==> src/design/amep_pkg.sv <==
`default_nettype none

package amep_pkg;

    // Default limit on recorded processors.
    localparam int MAX_CPUS_DEFAULT = 16;

    // Depth of the queue between the byte parser and the result sequencer.
    localparam int QUEUE_DEPTH = 4;

    // Table layout.
    localparam logic [31:0] HDR_BYTES     = 32'd44;
    localparam logic [7:0]  MIN_ENTRY_LEN = 8'd2;
    localparam logic [7:0]  MIN_FIELD_LEN = 8'd8;

    // Entry type codes.
    localparam logic [7:0] TYPE_LOCAL_APIC = 8'd0;
    localparam logic [7:0] TYPE_IO_APIC    = 8'd1;

    // Result kind codes.
    localparam logic KIND_RECORD  = 1'b0;
    localparam logic KIND_SUMMARY = 1'b1;

    // One parsed byte's outcome: a processor record, a summary, or both.
    typedef struct packed {
        logic        has_rec;
        logic        has_sum;
        logic [3:0]  slot;
        logic [7:0]  apic_id;
        logic [7:0]  acpi_id;
        logic [4:0]  cpu_count;
        logic [31:0] io_base;
        logic        halted;
    } parse_evt_t;

endpackage

`default_nettype wire

==> src/design/amep_front.sv <==
`default_nettype none

module amep_front #(
    parameter int MAX_CPUS = amep_pkg::MAX_CPUS_DEFAULT
) (
    input  wire                 aclk,
    input  wire                 aresetn,
    input  wire                 s_valid,
    output logic                s_ready,
    input  wire  [7:0]          s_data,
    input  wire                 s_start_req,
    input  wire                 q_full,
    output logic                q_push,
    output amep_pkg::parse_evt_t q_evt
);

    localparam int CNT_W = $clog2(MAX_CPUS + 1);

    logic [31:0]      off_reg, off_next, eff_off;
    logic [31:0]      len_reg, len_next, eff_len;
    logic [7:0]       eoff_reg, eoff_next, eff_eoff;
    logic [7:0]       etype_reg, etype_next, eff_etype;
    logic [7:0]       elen_reg, elen_next, eff_elen;
    logic [31:0]      ebytes_reg, ebytes_next, eff_ebytes;
    logic [7:0]       acpi_reg, acpi_next, eff_acpi;
    logic [7:0]       apic_reg, apic_next, eff_apic;
    logic [CNT_W-1:0] cnt_reg, cnt_next, eff_cnt;
    logic [31:0]      io_reg, io_next, eff_io;
    logic             halt_reg, halt_next, eff_halt;
    logic             fin_reg, fin_next, eff_fin;

    logic             accept;
    logic             rec;
    logic             sum;
    logic             bad;
    logic [CNT_W+4:0] cnt_ext;
    logic [CNT_W+3:0] slot_ext;

    assign s_ready = !q_full;
    assign accept  = s_valid && s_ready;

    // Parse one byte: a start request discards all progress first.
    always_comb begin
        eff_off    = s_start_req ? '0 : off_reg;
        eff_len    = s_start_req ? '0 : len_reg;
        eff_eoff   = s_start_req ? '0 : eoff_reg;
        eff_etype  = s_start_req ? '0 : etype_reg;
        eff_elen   = s_start_req ? '0 : elen_reg;
        eff_ebytes = s_start_req ? '0 : ebytes_reg;
        eff_acpi   = s_start_req ? '0 : acpi_reg;
        eff_apic   = s_start_req ? '0 : apic_reg;
        eff_cnt    = s_start_req ? '0 : cnt_reg;
        eff_io     = s_start_req ? '0 : io_reg;
        eff_halt   = s_start_req ? 1'b0 : halt_reg;
        eff_fin    = s_start_req ? 1'b0 : fin_reg;

        off_next    = eff_off;
        len_next    = eff_len;
        eoff_next   = eff_eoff;
        etype_next  = eff_etype;
        elen_next   = eff_elen;
        ebytes_next = eff_ebytes;
        acpi_next   = eff_acpi;
        apic_next   = eff_apic;
        cnt_next    = eff_cnt;
        io_next     = eff_io;
        halt_next   = eff_halt;
        fin_next    = eff_fin;
        rec         = 1'b0;
        sum         = 1'b0;
        bad         = 1'b0;

        if (!eff_fin) begin
            // Header bytes 4 to 7 carry the little-endian table length.
            if (eff_off[31:2] == 30'd1) begin
                len_next[{eff_off[1:0], 3'b000} +: 8] = s_data;
            end

            // Entry walk after the header.
            if (eff_off >= amep_pkg::HDR_BYTES && !eff_halt) begin
                priority if (eff_eoff == 8'd0) begin
                    etype_next  = s_data;
                    ebytes_next = '0;
                end else if (eff_eoff == 8'd1) begin
                    elen_next = s_data;
                    if (s_data < amep_pkg::MIN_ENTRY_LEN) begin
                        halt_next = 1'b1;
                        bad       = 1'b1;
                    end
                end else if (eff_eoff == 8'd2) begin
                    acpi_next = s_data;
                end else if (eff_eoff == 8'd3) begin
                    apic_next = s_data;
                end else if (eff_eoff <= 8'd7) begin
                    ebytes_next[{eff_eoff[1:0], 3'b000} +: 8] = s_data;
                end

                if (!bad) begin
                    if (eff_eoff != 8'd0 &&
                        ({1'b0, eff_eoff} + 9'd1) == {1'b0, elen_next}) begin
                        // Last byte of the entry: act on its fields.
                        if (elen_next >= amep_pkg::MIN_FIELD_LEN) begin
                            if (etype_next == amep_pkg::TYPE_LOCAL_APIC && ebytes_next[0] &&
                                eff_cnt < CNT_W'(MAX_CPUS)) begin
                                rec      = 1'b1;
                                cnt_next = eff_cnt + 1'b1;
                            end else if (etype_next == amep_pkg::TYPE_IO_APIC &&
                                         eff_io == 32'd0) begin
                                io_next = ebytes_next;
                            end
                        end
                        eoff_next = 8'd0;
                    end else begin
                        eoff_next = eff_eoff + 8'd1;
                    end
                end
            end

            // The summary comes at the table end, never before the last header byte.
            if (eff_off >= (amep_pkg::HDR_BYTES - 32'd1) && (eff_off + 32'd1) >= len_next) begin
                sum      = 1'b1;
                fin_next = 1'b1;
            end else begin
                off_next = eff_off + 32'd1;
            end
        end
    end

    // Pack the outcome for the result sequencer.
    assign cnt_ext  = {{5{1'b0}}, cnt_next};
    assign slot_ext = {{4{1'b0}}, eff_cnt};

    always_comb begin
        q_push          = accept && (rec || sum);
        q_evt.has_rec   = rec;
        q_evt.has_sum   = sum;
        q_evt.slot      = slot_ext[3:0];
        q_evt.apic_id   = apic_next;
        q_evt.acpi_id   = acpi_next;
        q_evt.cpu_count = cnt_ext[4:0];
        q_evt.io_base   = io_next;
        q_evt.halted    = halt_next;
    end

    // Parser state advances on every accepted byte.
    always_ff @(posedge aclk) begin
        if (!aresetn) begin
            off_reg    <= '0;
            len_reg    <= '0;
            eoff_reg   <= '0;
            etype_reg  <= '0;
            elen_reg   <= '0;
            ebytes_reg <= '0;
            acpi_reg   <= '0;
            apic_reg   <= '0;
            cnt_reg    <= '0;
            io_reg     <= '0;
            halt_reg   <= 1'b0;
            fin_reg    <= 1'b0;
        end else if (accept) begin
            off_reg    <= off_next;
            len_reg    <= len_next;
            eoff_reg   <= eoff_next;
            etype_reg  <= etype_next;
            elen_reg   <= elen_next;
            ebytes_reg <= ebytes_next;
            acpi_reg   <= acpi_next;
            apic_reg   <= apic_next;
            cnt_reg    <= cnt_next;
            io_reg     <= io_next;
            halt_reg   <= halt_next;
            fin_reg    <= fin_next;
        end
    end

endmodule

`default_nettype wire

==> src/design/amep_queue.sv <==
`default_nettype none

module amep_queue (
    input  wire                  aclk,
    input  wire                  aresetn,
    input  wire                  push,
    input  amep_pkg::parse_evt_t push_evt,
    input  wire                  pop,
    output logic                 full,
    output logic                 head_valid,
    output amep_pkg::parse_evt_t head_evt
);

    localparam int DEPTH = amep_pkg::QUEUE_DEPTH;
    localparam int PTR_W = $clog2(DEPTH);
    localparam int CNT_W = $clog2(DEPTH + 1);

    amep_pkg::parse_evt_t mem [DEPTH];
    logic [PTR_W-1:0]     wr_ptr_reg;
    logic [PTR_W-1:0]     rd_ptr_reg;
    logic [CNT_W-1:0]     cnt_reg;
    logic                 do_push;
    logic                 do_pop;

    assign full       = (cnt_reg == CNT_W'(DEPTH));
    assign head_valid = (cnt_reg != '0);
    assign head_evt   = mem[rd_ptr_reg];
    assign do_push    = push && !full;
    assign do_pop     = pop && head_valid;

    // Storage is written at the tail.
    always_ff @(posedge aclk) begin
        if (do_push) begin
            mem[wr_ptr_reg] <= push_evt;
        end
    end

    // Pointers and fill count.
    always_ff @(posedge aclk) begin
        if (!aresetn) begin
            wr_ptr_reg <= '0;
            rd_ptr_reg <= '0;
            cnt_reg    <= '0;
        end else begin
            if (do_push) begin
                wr_ptr_reg <= (wr_ptr_reg == PTR_W'(DEPTH - 1)) ? '0 : wr_ptr_reg + 1'b1;
            end
            if (do_pop) begin
                rd_ptr_reg <= (rd_ptr_reg == PTR_W'(DEPTH - 1)) ? '0 : rd_ptr_reg + 1'b1;
            end
            if (do_push && !do_pop) begin
                cnt_reg <= cnt_reg + 1'b1;
            end else if (do_pop && !do_push) begin
                cnt_reg <= cnt_reg - 1'b1;
            end
        end
    end

`ifndef NO_ASSERTIONS
    // The parser must never offer a request when the queue is full.
    a_no_push_when_full: assert property (@(posedge aclk) disable iff (!aresetn)
        push |-> !full)
        else $error("request pushed into a full queue");

    // The fill count never exceeds the depth.
    a_count_bound: assert property (@(posedge aclk) disable iff (!aresetn)
        cnt_reg <= CNT_W'(DEPTH))
        else $error("queue fill count out of range");
`endif

endmodule

`default_nettype wire

==> src/design/amep_back.sv <==
`default_nettype none

module amep_back (
    input  wire                  aclk,
    input  wire                  aresetn,
    input  wire                  q_valid,
    input  amep_pkg::parse_evt_t q_evt,
    output logic                 q_pop,
    output logic                 m_valid,
    input  wire                  m_ready,
    output logic                 m_kind,
    output logic [3:0]           m_cpu_index,
    output logic [7:0]           m_apic_id,
    output logic [7:0]           m_acpi_id,
    output logic [4:0]           m_cpu_count,
    output logic [31:0]          m_ioapic_base,
    output logic                 m_stopped_early,
    output logic                 m_last
);

    logic        valid_reg;
    logic        phase_reg, phase_next;
    logic        kind_reg;
    logic [3:0]  idx_reg;
    logic [7:0]  apic_reg;
    logic [7:0]  acpi_reg;
    logic [4:0]  cnt_reg;
    logic [31:0] io_reg;
    logic        halt_reg;
    logic        last_reg;
    logic        load;
    logic        emit_rec;

    // The output register takes a new result whenever it is empty or being drained.
    assign load     = q_valid && (!valid_reg || m_ready);
    assign emit_rec = q_evt.has_rec && !phase_reg;

    always_comb begin
        q_pop      = 1'b0;
        phase_next = phase_reg;
        if (load) begin
            if (emit_rec && q_evt.has_sum) begin
                phase_next = 1'b1;
            end else begin
                q_pop      = 1'b1;
                phase_next = 1'b0;
            end
        end
    end

    // Control state.
    always_ff @(posedge aclk) begin
        if (!aresetn) begin
            valid_reg <= 1'b0;
            phase_reg <= 1'b0;
        end else begin
            phase_reg <= phase_next;
            if (load) begin
                valid_reg <= 1'b1;
            end else if (m_ready) begin
                valid_reg <= 1'b0;
            end
        end
    end

    // Result payload: a processor record first, then the summary.
    always_ff @(posedge aclk) begin
        if (load) begin
            cnt_reg  <= q_evt.cpu_count;
            io_reg   <= q_evt.io_base;
            halt_reg <= q_evt.halted;
            if (emit_rec) begin
                kind_reg <= amep_pkg::KIND_RECORD;
                idx_reg  <= q_evt.slot;
                apic_reg <= q_evt.apic_id;
                acpi_reg <= q_evt.acpi_id;
                last_reg <= !q_evt.has_sum;
            end else begin
                kind_reg <= amep_pkg::KIND_SUMMARY;
                idx_reg  <= '0;
                apic_reg <= '0;
                acpi_reg <= '0;
                last_reg <= 1'b1;
            end
        end
    end

    assign m_valid         = valid_reg;
    assign m_kind          = kind_reg;
    assign m_cpu_index     = idx_reg;
    assign m_apic_id       = apic_reg;
    assign m_acpi_id       = acpi_reg;
    assign m_cpu_count     = cnt_reg;
    assign m_ioapic_base   = io_reg;
    assign m_stopped_early = halt_reg;
    assign m_last          = last_reg;

`ifndef NO_ASSERTIONS
    // Half-way through a two-result request, that request is still at the head.
    a_phase_holds_head: assert property (@(posedge aclk) disable iff (!aresetn)
        phase_reg |-> (q_valid && q_evt.has_rec && q_evt.has_sum))
        else $error("second result pending without its request");

    // A record that is not last is always followed by its summary.
    a_record_then_summary: assert property (@(posedge aclk) disable iff (!aresetn)
        (load && emit_rec && q_evt.has_sum) |=> phase_reg)
        else $error("summary lost after a record");
`endif

endmodule

`default_nettype wire

==> src/design/acpi_madt_entry_parser.sv <==
// Streaming parser for an ACPI interrupt-controller table.
// Input channel (s_valid/s_ready): one table byte per request in memory order,
// with s_start_req set on header byte 0 of a new table; a start request clears
// all counts and drops any table in progress without a summary. After reset the
// first byte is taken as header byte 0 even without s_start_req.
// Output channel (m_valid/m_ready): processor records (m_kind = 0) for each
// enabled local controller entry up to MAX_CPUS, and one summary (m_kind = 1)
// at the table end; m_last marks the final result caused by a byte.
// Throughput: one byte per cycle while the request queue is not full; the byte
// parser updates its registered state on each accepted byte. A byte that yields
// a record and a summary holds the result sequencer while it emits both results,
// absorbed by the four-entry request queue between them. With the queue empty,
// the request enters the queue when its byte is accepted, and the result
// sequencer then loads it into the output register, which raises m_valid.
// When the receiver stalls, results wait in the output register and the queue;
// s_ready falls only once the queue is full. Reset (aresetn low, synchronous)
// empties the queue and output register and clears all parser state.
`default_nettype none

module acpi_madt_entry_parser #(
    parameter int MAX_CPUS = amep_pkg::MAX_CPUS_DEFAULT
) (
    input  wire         aclk,
    input  wire         aresetn,
    input  wire         s_valid,
    output logic        s_ready,
    input  wire  [7:0]  s_data,
    input  wire         s_start_req,
    output logic        m_valid,
    input  wire         m_ready,
    output logic        m_kind,
    output logic [3:0]  m_cpu_index,
    output logic [7:0]  m_apic_id,
    output logic [7:0]  m_acpi_id,
    output logic [4:0]  m_cpu_count,
    output logic [31:0] m_ioapic_base,
    output logic        m_stopped_early,
    output logic        m_last
);

    logic                 q_full;
    logic                 q_push;
    logic                 q_pop;
    logic                 q_valid;
    amep_pkg::parse_evt_t push_evt;
    amep_pkg::parse_evt_t head_evt;

    // Byte parser.
    amep_front #(
        .MAX_CPUS (MAX_CPUS)
    ) u_front (
        .aclk        (aclk),
        .aresetn     (aresetn),
        .s_valid     (s_valid),
        .s_ready     (s_ready),
        .s_data      (s_data),
        .s_start_req (s_start_req),
        .q_full      (q_full),
        .q_push      (q_push),
        .q_evt       (push_evt)
    );

    // Request queue.
    amep_queue u_queue (
        .aclk       (aclk),
        .aresetn    (aresetn),
        .push       (q_push),
        .push_evt   (push_evt),
        .pop        (q_pop),
        .full       (q_full),
        .head_valid (q_valid),
        .head_evt   (head_evt)
    );

    // Result sequencer.
    amep_back u_back (
        .aclk            (aclk),
        .aresetn         (aresetn),
        .q_valid         (q_valid),
        .q_evt           (head_evt),
        .q_pop           (q_pop),
        .m_valid         (m_valid),
        .m_ready         (m_ready),
        .m_kind          (m_kind),
        .m_cpu_index     (m_cpu_index),
        .m_apic_id       (m_apic_id),
        .m_acpi_id       (m_acpi_id),
        .m_cpu_count     (m_cpu_count),
        .m_ioapic_base   (m_ioapic_base),
        .m_stopped_early (m_stopped_early),
        .m_last          (m_last)
    );

endmodule

`default_nettype wire
==> config.mk <==
export PLATFORM = sky130hd
export DESIGN_NAME = acpi_madt_entry_parser
export DESIGN_NICKNAME = d
export VERILOG_FILES = /design/src/design/amep_pkg.sv /design/src/design/amep_front.sv /design/src/design/amep_queue.sv /design/src/design/amep_back.sv /design/src/design/acpi_madt_entry_parser.sv
export SDC_FILE = /design/constraint.sdc
export NUM_CORES = 1
export LEC_CHECK = 0
export BUFFER_PORTS_ARGS = -buffer_cell sky130_fd_sc_hd__buf_2
export CAP_MARGIN = 10
export CORE_ASPECT_RATIO = 0.5
export CORE_MARGIN = 2
export CORE_UTILIZATION = 30
export DETAILED_ROUTE_END_ITERATION = 10
export MAX_ROUTING_LAYER = met4
export REMOVE_ABC_BUFFERS = 1
export SLEW_MARGIN = 10
export SYNTH_ARGS = -nofsm -noshare
export SYNTH_HDL_FRONTEND = slang
export SYNTH_SLANG_ARGS = --single-unit
==> constraint.sdc <==
create_clock -name aclk -period 10.5 [get_ports aclk]
set_clock_uncertainty 0.15 [all_clocks]
set_input_delay 2.625 -clock aclk [delete_from_list [all_inputs] [get_ports aclk]]
set_output_delay 2.625 -clock aclk [all_outputs]
set_load 0.005 [all_outputs]
==> out/qor.csv <==
metric,value,unit
pwr dens,199,nW/um^2
final hold vios,0,
"FF+latch count, synth",486,
CTS Sinks,486,
final setup TNS,0,ns
IO Pins,75,
Die Ht,195,um
Final setup viols,0,
crit path DAT,7.86,ns
fin nets,1934,
Post-CTS Setup Inserts,0,
Yosys top cell by area,edfxtp_1,
vias in the first global route,14298,
reg2reg setup slack,4.45,ns
Synth Warn #,0,
number of flip-flops in the largest register,240,
"Most flops, register",u_queue.mem,
Synth top area share,0.412,
met2 global-route usage,0.231,
final cycle utilization of the critical path,0.737,
CTS buffer count,48,
post-synthesis sequential area ratio,0.582,
commonest cells in the netlist,"edfxtp_1, nor2_1, dfxtp_1, nand2_1, clkbuf_1",
final wirelength,55.1,mm
outcome,completed,
"EDFF count, synth",300,
multi-input logic area,8540,um^2
num rows,69,
via count,15059,
max_slew headroom,0.220,
Filler cells,6927,
die area,75200,um^2
Critical R2R Capture,u_queue.mem[2][10],
reg2reg path depth,16,
Critical Path Start,s_start_req,
Max Cap Violations,0,
GR peak layer,met2,
area grow syn2layout,13.5,%
DR pass1 iterations,5,
starting density of the core,0.305,
dpl cell area,23200,um^2
"Max stage delay cell, worst path",nor3_1,
CTS tree,built,
pre-CTS WS,2.15,ns
list of cells traversed by the critical path,buf_4 > nor2b_1 > ha_1 > nor3_1 > a31oi_1 > ha_1 > and3_1 > o21ai_0 > a2111oi_0 > o21ai_0 > a21o_1 > a211o_1 > nand2_1 > and2_2 > buf_12,
WHS Endpoint,u_front.io_reg[6],
Crit Path Category,in -> reg,
hold depth,2,
"Design Area, Final",24800,um^2
Chip Width,386,um
Register Area,12700,um^2
most common cell in the netlist,edfxtp_1,
initial antenna violation count,0,
Via density,5.25,
Port Buffer Count,74,
top_reg_cell synth,edfxtp_1,
crit path time final,7.74,ns
RD Place Congestion,0.893,
pin count of the biggest net entering global routing,60,
Worst setup EP type,flop,
final worst setup slack,2.76,ns
top post-synthesis cells by area,"edfxtp_1, dfxtp_1, mux4_2",
first-pass GRT wire length,85.3,mm
Required @ worst endpoint,10.62,ns
Iteration-0 DRC Markers,1403,
"Slew Viols, Final",0,
Slew @ Worst Pin,1.16,ns
"antenna viol nets, final",0,
count of different cell masters after synthesis,81,
Global Route Usage Sum,0.149,
hpwl dp,34.3,mm
Clock Pin Slew Worst Setup and Hold Paths,0.06,ns
n_diodes,0,
GRT overflow,0,
drt wl/cell,19.2,um
Setup crit start kind,input pin,
Hold Crit Start,u_front.io_reg[6],
met1 global-route usage,0.203,
CTS root buf,clkbuf_16,
core box area,71600,um^2
Mean Syn Cell Area,11.8,um^2
"slowest stage delay, CP",0.69,ns
GR Util met3,0.0212,
Worst-Skew Late Latency,0.59,ns
Max Buffers Root-to-Sink,3,
VDD IR max,116,uV
cell leakage power,8.19,nW
H-tree depth,2,
achievable clock frequency,0.129,GHz
post-cts resize count,0,
Post-Synthesis Cells,1855,
hold_buf cts,0,
fraction of registers with async set/reset,0,
"critical path fanouts, max",53,
Synth Cell Area,21900,um^2
RSZ-0062 raised after global routing,no,
Hold WC Path Type,reg -> reg,
# DRC,0,
R2R Path Start,u_front.off_reg[8],
share of layout cells above drive strength 1,0.141,
## critical path, delay by kind of cell
family | cells | cell delay, ns
and+or+nand+nor | 5 | 1.92
AOI/OAI and AO/OA | 6 | 1.66
buffers and inverters | 2 | 0.81
adders and majority gates | 2 | 0.76
## metal layers
metal  vias up  routed length, um
li1       7080                  -
met1      7470              25400
met2       422              25800
met3        87               2710
met4         0               1190
met5         -                  0
## cell usage in the layout, fill, tap and decap left out, types with 20 or more instances in the layout
cell type / count
nand2_1: 154
ha_1: 47
and3_1: 35
nor2_1: 193
nor3_1: 22
nand4_1: 20
xnor2_1: 26
nor3b_1: 33
o21ai_0: 50
dfxtp_1: 184
o2bb2ai_1: 33
nor4_1: 20
buf_4: 23
clkbuf_16: 49
edfxtp_1: 300
nand3_1: 45
inv_1: 26
a211oi_1: 33
nor2b_1: 24
a31oi_1: 46
xor2_1: 21
a21oi_1: 91
mux4_2: 60
or3_1: 20
buf_2: 73
a22oi_1: 53
## layout make-up
class	instances	area share
Tap cell	958	0.0483
Multi-Input combinational cell	1209	0.344
Sequential cell	486	0.513
Inverter	28	0.00434
Clock buffer	69	0.0537
Clock inverter	21	0.0113
Timing Repair Buffer	100	0.0249
## cell families after synthesis
family | after synthesis | share of synthesized area
flops | 486 | 0.582
buf+inv | 160 | 0.0284
xor+xnor | 47 | 0.0188
compound gates | 421 | 0.131
fa+ha+maj | 48 | 0.0278
simple gates | 622 | 0.145
mux | 71 | 0.0670
## per-stage QoR
step | power [mW] | util | cells | hold WS (ns)
finish | 4.94 | 0.347 | 2871 | 0.314
global route | 5.16 | 0.347 | 2871 | 0.338
CTS | 5.00 | 0.347 | 2871 | 0.317
global placement | 3.24 | 0.324 | 2781 | 0.302
floorplan | 2.89 | - | 1723 | 0.289
detailed placement | 3.24 | 0.324 | 2781 | 0.309
## worst max-delay path by stage
| stage | end | slack, ns | cells past startpoint |
|---|---|---|---|
| 2_1_floorplan | u_queue.mem[0][0] | 1.41 | 13 |
| 3_3_place_gp | u_queue.mem[1][13] | 2.29 | 15 |
| 3_5_place_dp | u_queue.mem[1][44] | 2.15 | 15 |
| 4_1_cts | u_queue.mem[1][9] | 2.77 | 15 |
| 5_1_grt | u_queue.mem[1][40] | 2.33 | 17 |
| 6_report | u_queue.mem[2][10] | 2.76 | 15 |
## power breakdown
group          total [mW]  internal, mW  leakage, nW  switching [mW]
registers            2.33          2.24         4.36          0.0862
logic               0.858         0.352         3.06           0.506
clock network        1.75          1.01        0.772           0.736
No activity file was read; power rests on OpenSTA's default activity.
